File: src/hw/rtl/ut8s_pkg.sv
// Shared types, byte constants and decode helpers for the UTF-8 sanitizer.
// Used by ut8s_decode, ut8s_emit and the top level utf8_sanitizer.
package ut8s_pkg;

  // Maximum symbols one input beat can produce (each symbol is a
  // literal byte or a three-byte replacement character).
  localparam int MaxSyms = 4;

  // Replacement character U+FFFD in UTF-8
  localparam logic [7:0] RepByte0 = 8'hEF;
  localparam logic [7:0] RepByte1 = 8'hBF;
  localparam logic [7:0] RepByte2 = 8'hBD;

  // Lead byte ranges
  localparam logic [7:0] AsciiTop   = 8'h7F;
  localparam logic [7:0] Lead2Lo    = 8'hC2;
  localparam logic [7:0] Lead2Hi    = 8'hDF;
  localparam logic [7:0] Lead3Lo    = 8'hE0;
  localparam logic [7:0] Lead3Hi    = 8'hEF;
  localparam logic [7:0] Lead4Lo    = 8'hF0;
  localparam logic [7:0] Lead4Hi    = 8'hF4;

  // Second-byte limits for leads with restricted ranges
  localparam logic [7:0] LeadE0     = 8'hE0;
  localparam logic [7:0] LeadED     = 8'hED;
  localparam logic [7:0] LeadF0     = 8'hF0;
  localparam logic [7:0] LeadF4     = 8'hF4;
  localparam logic [7:0] Limit3     = 8'hA0;
  localparam logic [7:0] Limit4     = 8'h90;

  // Continuation byte tag in the top two bits
  localparam logic [1:0] ContTag    = 2'b10;

  // Index of the final byte of a replacement character
  localparam logic [1:0] RepLastSub = 2'd2;

  typedef struct packed {
    logic       rep;    // 1: emit EF BF BD, 0: emit value
    logic [7:0] value;
  } sym_t;

  typedef struct packed {
    sym_t [MaxSyms-1:0] sym;
    logic [2:0]         count;
    logic               last;
  } plan_t;

  // Sequence length for a lead byte: 1 for ASCII, 2..4 for multi-byte
  // leads, 0 for a byte that can never start a character.
  function automatic logic [2:0] lead_len(input logic [7:0] b);
    logic [2:0] len;
    len = 3'd0;
    if (b <= AsciiTop) begin
      len = 3'd1;
    end else if (b >= Lead2Lo && b <= Lead2Hi) begin
      len = 3'd2;
    end else if (b >= Lead3Lo && b <= Lead3Hi) begin
      len = 3'd3;
    end else if (b >= Lead4Lo && b <= Lead4Hi) begin
      len = 3'd4;
    end
    return len;
  endfunction

  // Byte of the replacement character at position sub
  function automatic logic [7:0] rep_byte(input logic [1:0] sub);
    logic [7:0] b;
    case (sub)
      2'd0:    b = RepByte0;
      2'd1:    b = RepByte1;
      default: b = RepByte2;
    endcase
    return b;
  endfunction

endpackage

File: src/hw/rtl/ut8s_decode.sv
// Sequence tracker for the UTF-8 sanitizer: holds the unfinished sequence
// and turns each input beat into a plan of output symbols. Uses ut8s_pkg.
module ut8s_decode (
  input  logic             clk,
  input  logic             rst,
  input  logic [7:0]       in_byte,
  input  logic             in_last,
  input  logic             accept,
  output ut8s_pkg::plan_t  plan
);

  logic [7:0] pend [3];
  logic [1:0] pc;
  logic [2:0] exp_len;

  logic [7:0] pend_next [3];
  logic [1:0] pc_next;
  logic [2:0] exp_len_next;

  logic [2:0] n;
  logic       cont_ok;
  logic       bad_second;
  logic       take_lead;
  logic [2:0] len_of_b;

  // Check the beat as a continuation of the buffered sequence
  always_comb begin
    bad_second = 1'b0;
    if (pc == 2'd1) begin
      bad_second = (pend[0] == ut8s_pkg::LeadE0 && in_byte <  ut8s_pkg::Limit3) ||
                   (pend[0] == ut8s_pkg::LeadED && in_byte >= ut8s_pkg::Limit3) ||
                   (pend[0] == ut8s_pkg::LeadF0 && in_byte <  ut8s_pkg::Limit4) ||
                   (pend[0] == ut8s_pkg::LeadF4 && in_byte >= ut8s_pkg::Limit4);
    end
    cont_ok  = (in_byte[7:6] == ut8s_pkg::ContTag) && !bad_second;
    len_of_b = ut8s_pkg::lead_len(in_byte);
  end

  // Build the symbol plan and the next sequence state
  always_comb begin
    plan         = '0;
    n            = 3'd0;
    pend_next    = pend;
    pc_next      = pc;
    exp_len_next = exp_len;
    take_lead    = 1'b0;

    if (pc == 2'd0) begin
      take_lead = 1'b1;
    end else if (cont_ok) begin
      if ({1'b0, pc} + 3'd1 >= exp_len) begin
        // complete sequence: release buffered bytes and this one
        for (int i = 0; i < 3; i++) begin
          if (2'(i) < pc) begin
            plan.sym[n[1:0]] = '{rep: 1'b0, value: pend[i]};
            n = n + 3'd1;
          end
        end
        plan.sym[n[1:0]] = '{rep: 1'b0, value: in_byte};
        n            = n + 3'd1;
        pc_next      = 2'd0;
        exp_len_next = 3'd0;
      end else begin
        // hold the byte and wait for more
        case (pc)
          2'd1:    pend_next[1] = in_byte;
          2'd2:    pend_next[2] = in_byte;
          default: ;
        endcase
        pc_next = pc + 2'd1;
      end
    end else begin
      // broken sequence: one replacement per buffered byte
      for (int i = 0; i < 3; i++) begin
        if (2'(i) < pc) begin
          plan.sym[n[1:0]] = '{rep: 1'b1, value: 8'h00};
          n = n + 3'd1;
        end
      end
      pc_next      = 2'd0;
      exp_len_next = 3'd0;
      take_lead    = 1'b1;
    end

    // examine the beat as a new lead
    if (take_lead) begin
      if (len_of_b == 3'd1) begin
        plan.sym[n[1:0]] = '{rep: 1'b0, value: in_byte};
        n = n + 3'd1;
      end else if (len_of_b != 3'd0) begin
        pend_next[0] = in_byte;
        pc_next      = 2'd1;
        exp_len_next = len_of_b;
      end else begin
        plan.sym[n[1:0]] = '{rep: 1'b1, value: 8'h00};
        n = n + 3'd1;
      end
    end

    // end of stream: flush whatever is still pending
    if (in_last) begin
      for (int i = 0; i < 3; i++) begin
        if (2'(i) < pc_next) begin
          plan.sym[n[1:0]] = '{rep: 1'b1, value: 8'h00};
          n = n + 3'd1;
        end
      end
      pc_next      = 2'd0;
      exp_len_next = 3'd0;
    end

    plan.count = n;
    plan.last  = in_last;
  end

  // Advance the sequence state on each accepted beat
  always_ff @(posedge clk) begin
    if (rst) begin
      pc      <= 2'd0;
      exp_len <= 3'd0;
    end else if (accept) begin
      pc      <= pc_next;
      exp_len <= exp_len_next;
    end
  end

  // Buffered bytes carry no reset
  always_ff @(posedge clk) begin
    if (accept) begin
      pend <= pend_next;
    end
  end

endmodule

File: src/hw/rtl/ut8s_emit.sv
// Output sequencer for the UTF-8 sanitizer: holds one symbol plan and
// sends it out one byte per beat through an output register. Uses ut8s_pkg.
module ut8s_emit (
  input  logic             clk,
  input  logic             rst,
  input  ut8s_pkg::plan_t  plan_in,
  input  logic             plan_load,
  output logic             plan_free,
  output logic             out_valid,
  input  logic             out_ready,
  output logic [7:0]       out_byte,
  output logic             out_replaced,
  output logic             out_last
);

  ut8s_pkg::plan_t plan;
  logic            plan_valid;
  logic [1:0]      sub;

  ut8s_pkg::sym_t  cur;
  logic            emit;
  logic            sym_end;
  logic            plan_end;
  logic [7:0]      byte_next;

  // Pick the next byte from the head symbol
  always_comb begin
    cur       = plan.sym[0];
    emit      = plan_valid && (!out_valid || out_ready);
    sym_end   = !cur.rep || (sub == ut8s_pkg::RepLastSub);
    plan_end  = sym_end && (plan.count == 3'd1);
    byte_next = cur.rep ? ut8s_pkg::rep_byte(sub) : cur.value;
    plan_free = !plan_valid || (emit && plan_end);
  end

  // Control: plan occupancy, position in replacement, output valid
  always_ff @(posedge clk) begin
    if (rst) begin
      plan_valid <= 1'b0;
      sub        <= 2'd0;
      out_valid  <= 1'b0;
    end else begin
      if (emit) begin
        out_valid <= 1'b1;
      end else if (out_ready) begin
        out_valid <= 1'b0;
      end
      if (emit) begin
        if (sym_end) begin
          sub <= 2'd0;
          if (plan_end) begin
            plan_valid <= 1'b0;
          end
        end else begin
          sub <= sub + 2'd1;
        end
      end
      if (plan_load) begin
        plan_valid <= 1'b1;
        sub        <= 2'd0;
      end
    end
  end

  // Payload: load a new plan or drop the finished head symbol
  always_ff @(posedge clk) begin
    if (plan_load) begin
      plan <= plan_in;
    end else if (emit && sym_end) begin
      for (int i = 0; i < ut8s_pkg::MaxSyms - 1; i++) begin
        plan.sym[i] <= plan.sym[i+1];
      end
      plan.count <= plan.count - 3'd1;
    end
    if (emit) begin
      out_byte     <= byte_next;
      out_replaced <= cur.rep;
      out_last     <= plan.last && plan_end;
    end
  end

endmodule

File: src/hw/rtl/utf8_sanitizer.sv
// UTF-8 sanitizer: byte stream in, well-formed UTF-8 out, with U+FFFD
// (EF BF BD) in place of each byte of a broken or disallowed sequence.
// Depends on ut8s_pkg, ut8s_decode and ut8s_emit.
//
// One input byte is taken per cycle whenever the output sequencer holds no
// plan, or is sending the final byte of its plan in that cycle; a byte that
// only extends an unfinished sequence leaves no plan behind. Output runs at
// one byte per cycle while out_ready is high, through a registered plan and
// an output register; the sequencer holds each plan until all of its output
// bytes are sent, 0 to 12 per input beat, typically 1 for clean text and 3
// for a replaced byte. The output port's one-byte-per-cycle rate sets the
// throughput. The final output byte of a stream carries out_last, and a
// beat marked in_last always yields at least one output byte.
module utf8_sanitizer (
  input  logic       clk,
  input  logic       rst,
  input  logic       in_valid,
  output logic       in_ready,
  input  logic [7:0] in_byte,
  input  logic       in_last,
  output logic       out_valid,
  input  logic       out_ready,
  output logic [7:0] out_byte,
  output logic       out_replaced,
  output logic       out_last
);

  ut8s_pkg::plan_t plan;
  logic            accept;
  logic            plan_free;
  logic            plan_load;

  // Accept a beat when the sequencer can take its plan
  assign in_ready  = plan_free;
  assign accept    = in_valid && in_ready;
  assign plan_load = accept && (plan.count != 3'd0);

  ut8s_decode u_decode (
    .clk     (clk),
    .rst     (rst),
    .in_byte (in_byte),
    .in_last (in_last),
    .accept  (accept),
    .plan    (plan)
  );

  ut8s_emit u_emit (
    .clk          (clk),
    .rst          (rst),
    .plan_in      (plan),
    .plan_load    (plan_load),
    .plan_free    (plan_free),
    .out_valid    (out_valid),
    .out_ready    (out_ready),
    .out_byte     (out_byte),
    .out_replaced (out_replaced),
    .out_last     (out_last)
  );

endmodule

File: config.mk
export PLATFORM = sky130hd
export DESIGN_NAME = utf8_sanitizer
export DESIGN_NICKNAME = d
export VERILOG_FILES = /design/src/hw/rtl/ut8s_pkg.sv /design/src/hw/rtl/ut8s_decode.sv /design/src/hw/rtl/ut8s_emit.sv /design/src/hw/rtl/utf8_sanitizer.sv
export SDC_FILE = /design/constraint.sdc
export NUM_CORES = 1
export LEC_CHECK = 0
export ABC_AREA = 1
export BUFFER_PORTS_ARGS = -buffer_cell sky130_fd_sc_hd__buf_2
export CAP_MARGIN = 20
export CELL_PAD_IN_SITES_DETAIL_PLACEMENT = 2
export CELL_PAD_IN_SITES_GLOBAL_PLACEMENT = 2
export CORE_MARGIN = 2
export CORE_UTILIZATION = 41
export DETAILED_ROUTE_END_ITERATION = 10
export PLACE_DENSITY_LB_ADDON = 0.1
export SETUP_SLACK_MARGIN = 0.4
export SLEW_MARGIN = 30
export SYNTH_ARGS = -nofsm -noshare
export SYNTH_HDL_FRONTEND = slang
export SYNTH_SLANG_ARGS = --single-unit
File: constraint.sdc
create_clock -name clk -period 16.15 [get_ports clk]
set_input_delay 0.8075 -clock clk [delete_from_list [all_inputs] [get_ports clk]]
set_output_delay 0.8075 -clock clk [all_outputs]
set_load 0.02 [all_outputs]
* Yosys cells after proc, flatten, opt, wreduce, memory -nomap -nowiden *
Index checks and enable logic that the tools add are counted.

operators by class
  mux-type cells = 115
  bitwise logic cells = 21
  reductions and logical operators = 48
  add/sub/neg operators = 13
  eq/ne operators = 11
  magnitude comparators = 36

operators by type and width
  cell                                                    number
  2-to-1 mux 36 bit                                       24
  inverter 32 bit                                         6
  demux 9 bit (select 2 bit)                              9
  AND 32 bit                                              5
  bitwise mux 36 bit                                      4
  2-to-1 mux 9 bit                                        15
  2-to-1 mux 3 bit                                        40
  2-to-1 mux 30 bit                                       2
  >= comparator 8 bit (second input constant)             5
  AND 8 x 32 -> 32 bit                                    1
  equality test 8 bit (second input constant)             4
  adder 3 x 1 -> 3 bit (second input constant)            9
  < comparator 2 x 3 -> 1 bit (second input constant)     9
  less-or-equal comparator 8 bit (second input constant)  3
  logical AND 1 bit                                       24
  bitwise OR 4 bit                                        5
  >= comparator 2 x 1 -> 1 bit (second input constant)    9
  < comparator 8 bit (second input constant)              2
  2-to-1 mux 2 bit                                        8
  2-to-1 mux 8 bit                                        2
  one-hot mux 7 bit (2 select lines)                      1
  2-to-1 mux 1 bit                                        10
  AND reduction 5 bit                                     2
  nonzero test 2 bit                                      5
  19 further kinds                                        40

storage, ports and cells
  register bits = 83
  output and inout bits = 12
  input port bits = 13
  logic and storage cells = 265

* Longest topological paths before layout *
  depth after elaboration = 43
  mapped depth = 37
  gate-level depth less buffers = 36

* Modules after synthesis *
From an unflattened synthesis, not the netlist that was laid out.

second synthesis, totals
  cells, all modules = 587
  area total of the unflattened synthesis = 4979.8 um^2

by module, submodules not included
  module          area each (um^2)  cells an instance  seq. area each (um^2)  instances
  ut8s_decode     2706.3            382                820.8                  1
  ut8s_emit       2249.7            200                1581.5                 1
  utf8_sanitizer  23.8              5                  0.0                    1

* Least setup slack after synthesis *
Ideal clock, no wire load.

  kind = input-to-reg
  start point = input port in_byte[4]
  end point = register u_emit.plan, in the netlist u_emit.cur[0], enable pin
  arrival time = 5203 ps
  stages on the path = 33
  slack = 10526 ps
  path buffers = 1
  required time = 15729 ps
  library setup time = 421 ps
  path through = inv_1 > nand3_1 > nand3_1 > nand2_1 > nor2_1 > nand2_2 > nand3_1 > nor2_2 > a21oi_2 > inv_1 > ha_1 > inv_1 > nand2_1 > nand2_1 > inv_1 > ha_1 > nand2_1 > nand2_1 > inv_1 > ha_1 > nand2_1 > nand2_1 > ha_1 > nand3_1 > nand2_1 > nand2_1 > nand3_1 > nand2_1 > nand2_1 > nand2_2 > o21ai_4 > buf_6 > o21ai_1

on the way
  cells in the longest elaborated chain, start to end = 26
  elaborated cells on any way between the ends = 58
  those cells by class = add/sub: 4; order compare: 14; eq/ne: 1; mux: 23; reduce/logical: 16

ends and longest elaborated chain
  item                                                       RTL line                              text
  start, declared                                            utf8_sanitizer.sv:19                  input logic [7:0] in_byte,
  < comparator 8 bit or >= comparator 8 bit (tied branches)  ut8s_decode.sv:30, ut8s_decode.sv:31
  logical AND 1 bit, on equally long branches                ut8s_decode.sv:30, ut8s_decode.sv:31
  logical OR 1 bit                                           ut8s_decode.sv:30                     bad_second = (pend[0] == ut8s_pkg::LeadE0 && in_byte < ut8s_pkg::Limit3) ||
  logical OR 1 bit                                           ut8s_decode.sv:31                     (pend[0] == ut8s_pkg::LeadED && in_byte >= ut8s_pkg::Limit3) ||
  logical OR 1 bit                                           ut8s_decode.sv:32                     (pend[0] == ut8s_pkg::LeadF0 && in_byte < ut8s_pkg::Limit4) ||
  2-to-1 mux 1 bit                                           ut8s_decode.sv:29                     if (pc == 2'd1) begin
  zero test 1 bit                                            ut8s_decode.sv:35                     cont_ok = (in_byte[7:6] == ut8s_pkg::ContTag) && !bad_second;
  logical AND 1 bit                                          ut8s_decode.sv:35
  [... 10 more ...]                                          -
  2-to-1 mux 3 bit                                           ut8s_decode.sv:103                    if (2'(i) < pc_next) begin
  2-to-1 mux 3 bit                                           ut8s_decode.sv:101                    if (in_last) begin
  adder 3 x 1 -> 3 bit                                       ut8s_decode.sv:105                    n = n + 3'd1;
  2-to-1 mux 3 bit                                           ut8s_decode.sv:103
  2-to-1 mux 3 bit (*)                                       ut8s_decode.sv:101
  nonzero test 3 bit (*)                                     utf8_sanitizer.sv:36                  assign plan_load = accept && (plan.count != 3'd0);
  logical AND 1 bit (*)                                      utf8_sanitizer.sv:36
  nonzero test 2 bit (no line) (*)                           -
  end signal, assigned                                       ut8s_emit.sv:68                       plan <= plan_in;
  end, declared                                              ut8s_emit.sv:16                       ut8s_pkg::plan_t plan;

Mark *: on every way between the ends. The rest lies on a longest branch, timed or not. The select of a mux whose other input is x is not followed.
A chain may end at the register's enable or synchronous reset.

* Worst setup path in the final report *
  start point = register u_decode.pc[0]
  end point = register u_emit.plan[35] (netlist bit), enable pin

on the way
  cells in the longest elaborated chain, start to end = 34
  elaborated cells on any way between the ends = 63
  those cells by class = add/sub: 11; order compare: 7; eq/ne: 1; mux: 39; reduce/logical: 5

ends and longest elaborated chain
  item                         RTL line                              text
  start, declared              ut8s_decode.sv:13                     logic [1:0] pc;
  start signal, assigned       ut8s_decode.sv:122                    pc <= pc_next;
  < comparator 1 x 2 -> 1 bit  ut8s_decode.sv:54, ut8s_decode.sv:75
  2-to-1 mux 1 bit             ut8s_decode.sv:54, ut8s_decode.sv:75
  2-to-1 mux 3 bit             ut8s_decode.sv:51                     if ({1'b0, pc} + 3'd1 >= exp_len) begin
  2-to-1 mux 3 bit             ut8s_decode.sv:50                     end else if (cont_ok) begin
  2-to-1 mux 3 bit             ut8s_decode.sv:48                     if (pc == 2'd0) begin
  adder 3 x 1 -> 3 bit         ut8s_decode.sv:56                     n = n + 3'd1;
  2-to-1 mux 3 bit             ut8s_decode.sv:54                     if (2'(i) < pc) begin
  2-to-1 mux 3 bit             ut8s_decode.sv:51
  [... 19 more ...]            -
  2-to-1 mux 3 bit             ut8s_decode.sv:103
  2-to-1 mux 3 bit             ut8s_decode.sv:101
  adder 3 x 1 -> 3 bit         ut8s_decode.sv:105
  2-to-1 mux 3 bit             ut8s_decode.sv:103
  2-to-1 mux 3 bit (*)         ut8s_decode.sv:101
  nonzero test 3 bit (*)       utf8_sanitizer.sv:36
  logical AND 1 bit (*)        utf8_sanitizer.sv:36
  via plan_load                utf8_sanitizer.sv:31                  logic plan_load;

Mark *: on every way through the listed nets, which the timed path passes. The rest lies on a longest branch. The select of a mux whose other input is x is not followed.

==> run_results.csv <==
group,metric,value,unit
outcome,status,"finished clean",
layout,n_antenna_cell,0,
worst_setup_path,crit_start,"u_decode.pc[0]$_SDFFE_PP0P_",
layout,final_cell_mix,"nand2_1 (175), edfxtp_1 (74), inv_1 (72), nand3_1 (72), nor2_1 (35)",
timing,slew_violations,0,
clock_tree,cts_setup_buffers,0,
synthesis,syn_area,5022,um2
clock_tree,ctsResizeCount,0,
worst_setup_path,cp-endpoint,"u_emit.plan[35]$_DFFE_PP_",
timing,finalCritPeriodShare,0.4328,
layout,post-route-cell-area,5542,um2
clock_tree,cts_tree,"yes",
layout,final_nets,666,
layout,seqCellArea,2402,um2
die,die-area,13150,um2
min_path,hold_path_class,"register to register",
clock_tree,root_buffer,"clkbuf_16",
die,dieWidth,114.7,um
routing,firstDrtPassIters,4,
worst_setup_path,cp.required,16150,ps
synthesis,synthesis.nets,647,
timing,finalSetupViolCount,0,
layout,multi_input_area,2240,um2
worst_setup_path,timing.rr.start,"u_decode.pc[0]$_SDFFE_PP0P_",
routing,drt_iter0_drc,229,
global_routing,grt.total_usage,0.2595,
synthesis,yosys_warnings,0,
worst_setup_path,worstSetupEndpointType,"register",
worst_setup_path,path_class,"register to register",
timing,rsz0062_at_grt,"false",
timing,setup_tns,0,ps
timing,fmax,0.1431,GHz
global_routing,grt_overflow,0,
die,die_height,114.7,um
worst_setup_path,max_stage_delay,860,ps
worst_setup_path,worst_r2r_endpoint,"u_emit.plan[35]$_DFFE_PP_",
placement,placed_area,5250,um2
worst_setup_path,arrival,6990,ps
power,powerDensity,103.6,nW/um2
die,start_util,0.4199,
power,leakage,2.422,nW
global_routing,grt_pass1_vias,4690,
die,num_io_pins,25,
layout,layout-drive-gt1-share,0.1033,
synthesis,syn_inst,605,
clock_tree,clkTransAtPathRegs,60,ps
synthesis,syn_area_per_cell,8.301,um2
layout,area_growth,10.34,%
worst_setup_path,rrSetupSlack,9160,ps
job,maxCapViolCount,0,
clock_tree,cts_max_level,3,
timing,relSlewSlack,0.3918,
placement,gp_congestion,0.8574,
clock_tree,cts_buffers,9,
timing,final_hold_viol_count,0,
global_routing,grt_max_degree,35,
clock_tree,clock-sinks,83,
clock_tree,postCtsHoldBufs,0,
worst_setup_path,reg2reg_depth,30,
routing,post-route-drc-count,0,
worst_setup_path,crit_path_frequent_cell,"nand2_1",
synthesis,synth-seq-cells,83,
timing,fin_skew,8.046,ps
clock_tree,clock_path_buffers,2,
routing,antenna_left,0,
worst_setup_path,slowest_stage,"nor2_2",
synthesis,ys_types,38,
worst_setup_path,cp-start-kind,"register",
routing,routed_wl,15870,um
timing,fin_crit,6989,ps
global_routing,grt_first_pass_wirelength,25580,um
power,vdd.ir_drop.worst,60.54,uV
worst_setup_path,worstPathMaxFanout,34,
die,num_rows,40,
placement,dp_hpwl,11970,um
layout,final_common_cell,"nand2_1",
timing,worstMarginPinSlew,908.1,ps
layout,num-fill-cells,1405,
clock_tree,clock_latency,350,ps
routing,via_per_inst,5.506,
global_routing,grt_antenna_before_repair,0,
routing,post_drt_wl_per_cell,20.45,um
synthesis,yosysSeqAreaShare,0.4783,
routing,num_vias,4273,
placement,io_buffer_count,24,
die,core_area,11960,um2
-- power breakdown --
| part | switching [mW] | internal [mW] |
|---|---|---|
| clock | 0.0874 | 0.119 |
| sequential | 0.00842 | 0.264 |
| combinational | 0.0698 | 0.0261 |
-- worst max-delay path, delay by kind of cell, from the launching register on --
family          cells  cell delay (ps)
buf+inv             8             1330
compound gates      2              900
flops               1              560
simple gates       15             2410
fa+ha+maj           5             1390
-- synth_stat cells (all sizes together) --
cell / number / area share
a21oi: 27 / 0.028
a31o: 2 / 0.0035
a31oi: 3 / 0.0037
a32oi: 2 / 0.0035
buf: 8 / 0.012
clkbuf: 11 / 0.0082
clkinv: 1 / 0.00075
dfxtp: 9 / 0.036
edfxtp: 74 / 0.44
ha: 29 / 0.072
inv: 74 / 0.055
nand2: 180 / 0.14
nand3: 74 / 0.076
nand3b: 2 / 0.0030
nand4: 4 / 0.0050
nor2: 36 / 0.027
nor3: 10 / 0.011
nor4: 3 / 0.0037
o211ai: 2 / 0.0030
o21a: 2 / 0.0030
o21ai: 33 / 0.037
o21bai: 1 / 0.0015
o22ai: 3 / 0.0037
o31ai: 5 / 0.0075
or2: 7 / 0.0087
xor2: 3 / 0.0052
-- worst min-delay path by stage --
| stage | slack, ps | start | depth (start not counted) | endpoint |
|---|---|---|---|---|
| CTS | 480 | u_decode.exp_len[0]$_SDFFE_PP0P_ | 2 | u_decode.exp_len[0]$_SDFFE_PP0P_ |
| floorplan | 440 | u_decode.exp_len[0]$_SDFFE_PP0P_ | 2 | u_decode.exp_len[0]$_SDFFE_PP0P_ |
| global route | 500 | u_decode.exp_len[0]$_SDFFE_PP0P_ | 2 | u_decode.exp_len[0]$_SDFFE_PP0P_ |
| finish | 470 | u_decode.exp_len[0]$_SDFFE_PP0P_ | 2 | u_decode.exp_len[0]$_SDFFE_PP0P_ |
| global placement | 450 | u_decode.exp_len[1]$_SDFFE_PP0P_ | 2 | u_decode.exp_len[1]$_SDFFE_PP0P_ |
| detailed placement | 470 | u_decode.exp_len[0]$_SDFFE_PP0P_ | 2 | u_decode.exp_len[0]$_SDFFE_PP0P_ |
-- registers in the layout, summed over array words and instances (netlist names) --
name	cells
u_emit.plan	31
u_decode.pend	24
u_emit.cur	9
u_emit.out_byte	8
u_decode.exp_len	3
u_decode.pc	2
u_emit.sub	2
u_emit.out_last	1
u_emit.out_replaced	1
u_emit.out_valid	1
u_emit.plan_valid	1
-- routing by layer --
metal / up-vias / share of wire / GRT usage
met5: - / 0 / 0
met4: 0 / 0.016 / 0.07480
met3: 19 / 0.033 / 0.04659
met2: 75 / 0.52 / 0.4607
met1: 2120 / 0.43 / 0.3222
li1: 2059 / - / -
-- cells by family after synthesis --
family / Yosys count / share of synthesized area
AOI/OAI and AO/OA: 80 / 0.09517
xor gates and xnor gates: 3 / 0.005233
adders and majority gates: 29 / 0.07225
buffers and inverters: 94 / 0.07648
DFF: 83 / 0.4783
and+or+nand+nor: 316 / 0.2725
-- through the flow --
| step | std cells | power (mW) | hold slack (ps) | setup slack (ps) | utilization |
|---|---|---|---|---|---|
| 3_5_place_dp | 760 | 0.3730 | 465.6 | 8929 | 0.4389 |
| 2_1_floorplan | 605 | 0.3417 | 443.2 | 10530 | - |
| 5_1_grt | 776 | 0.6031 | 501.3 | 8403 | 0.4633 |
| 3_3_place_gp | 760 | 0.3656 | 453.6 | 9306 | 0.4389 |
| 6_report | 776 | 0.5744 | 471.3 | 9161 | 0.4633 |
| 4_1_cts | 776 | 0.5808 | 476.8 | 9107 | 0.4633 |
-- layout make-up --
cell class,instances,share of cell area
clock buffers,9,0.04064
clock inverters,7,0.01197
inverters,75,0.05080
repair buffers,27,0.02574
well taps,147,0.03319
flip-flops and latches,83,0.4335
multi-input cells,428,0.4042
Power figures use the tool's default switching activity.
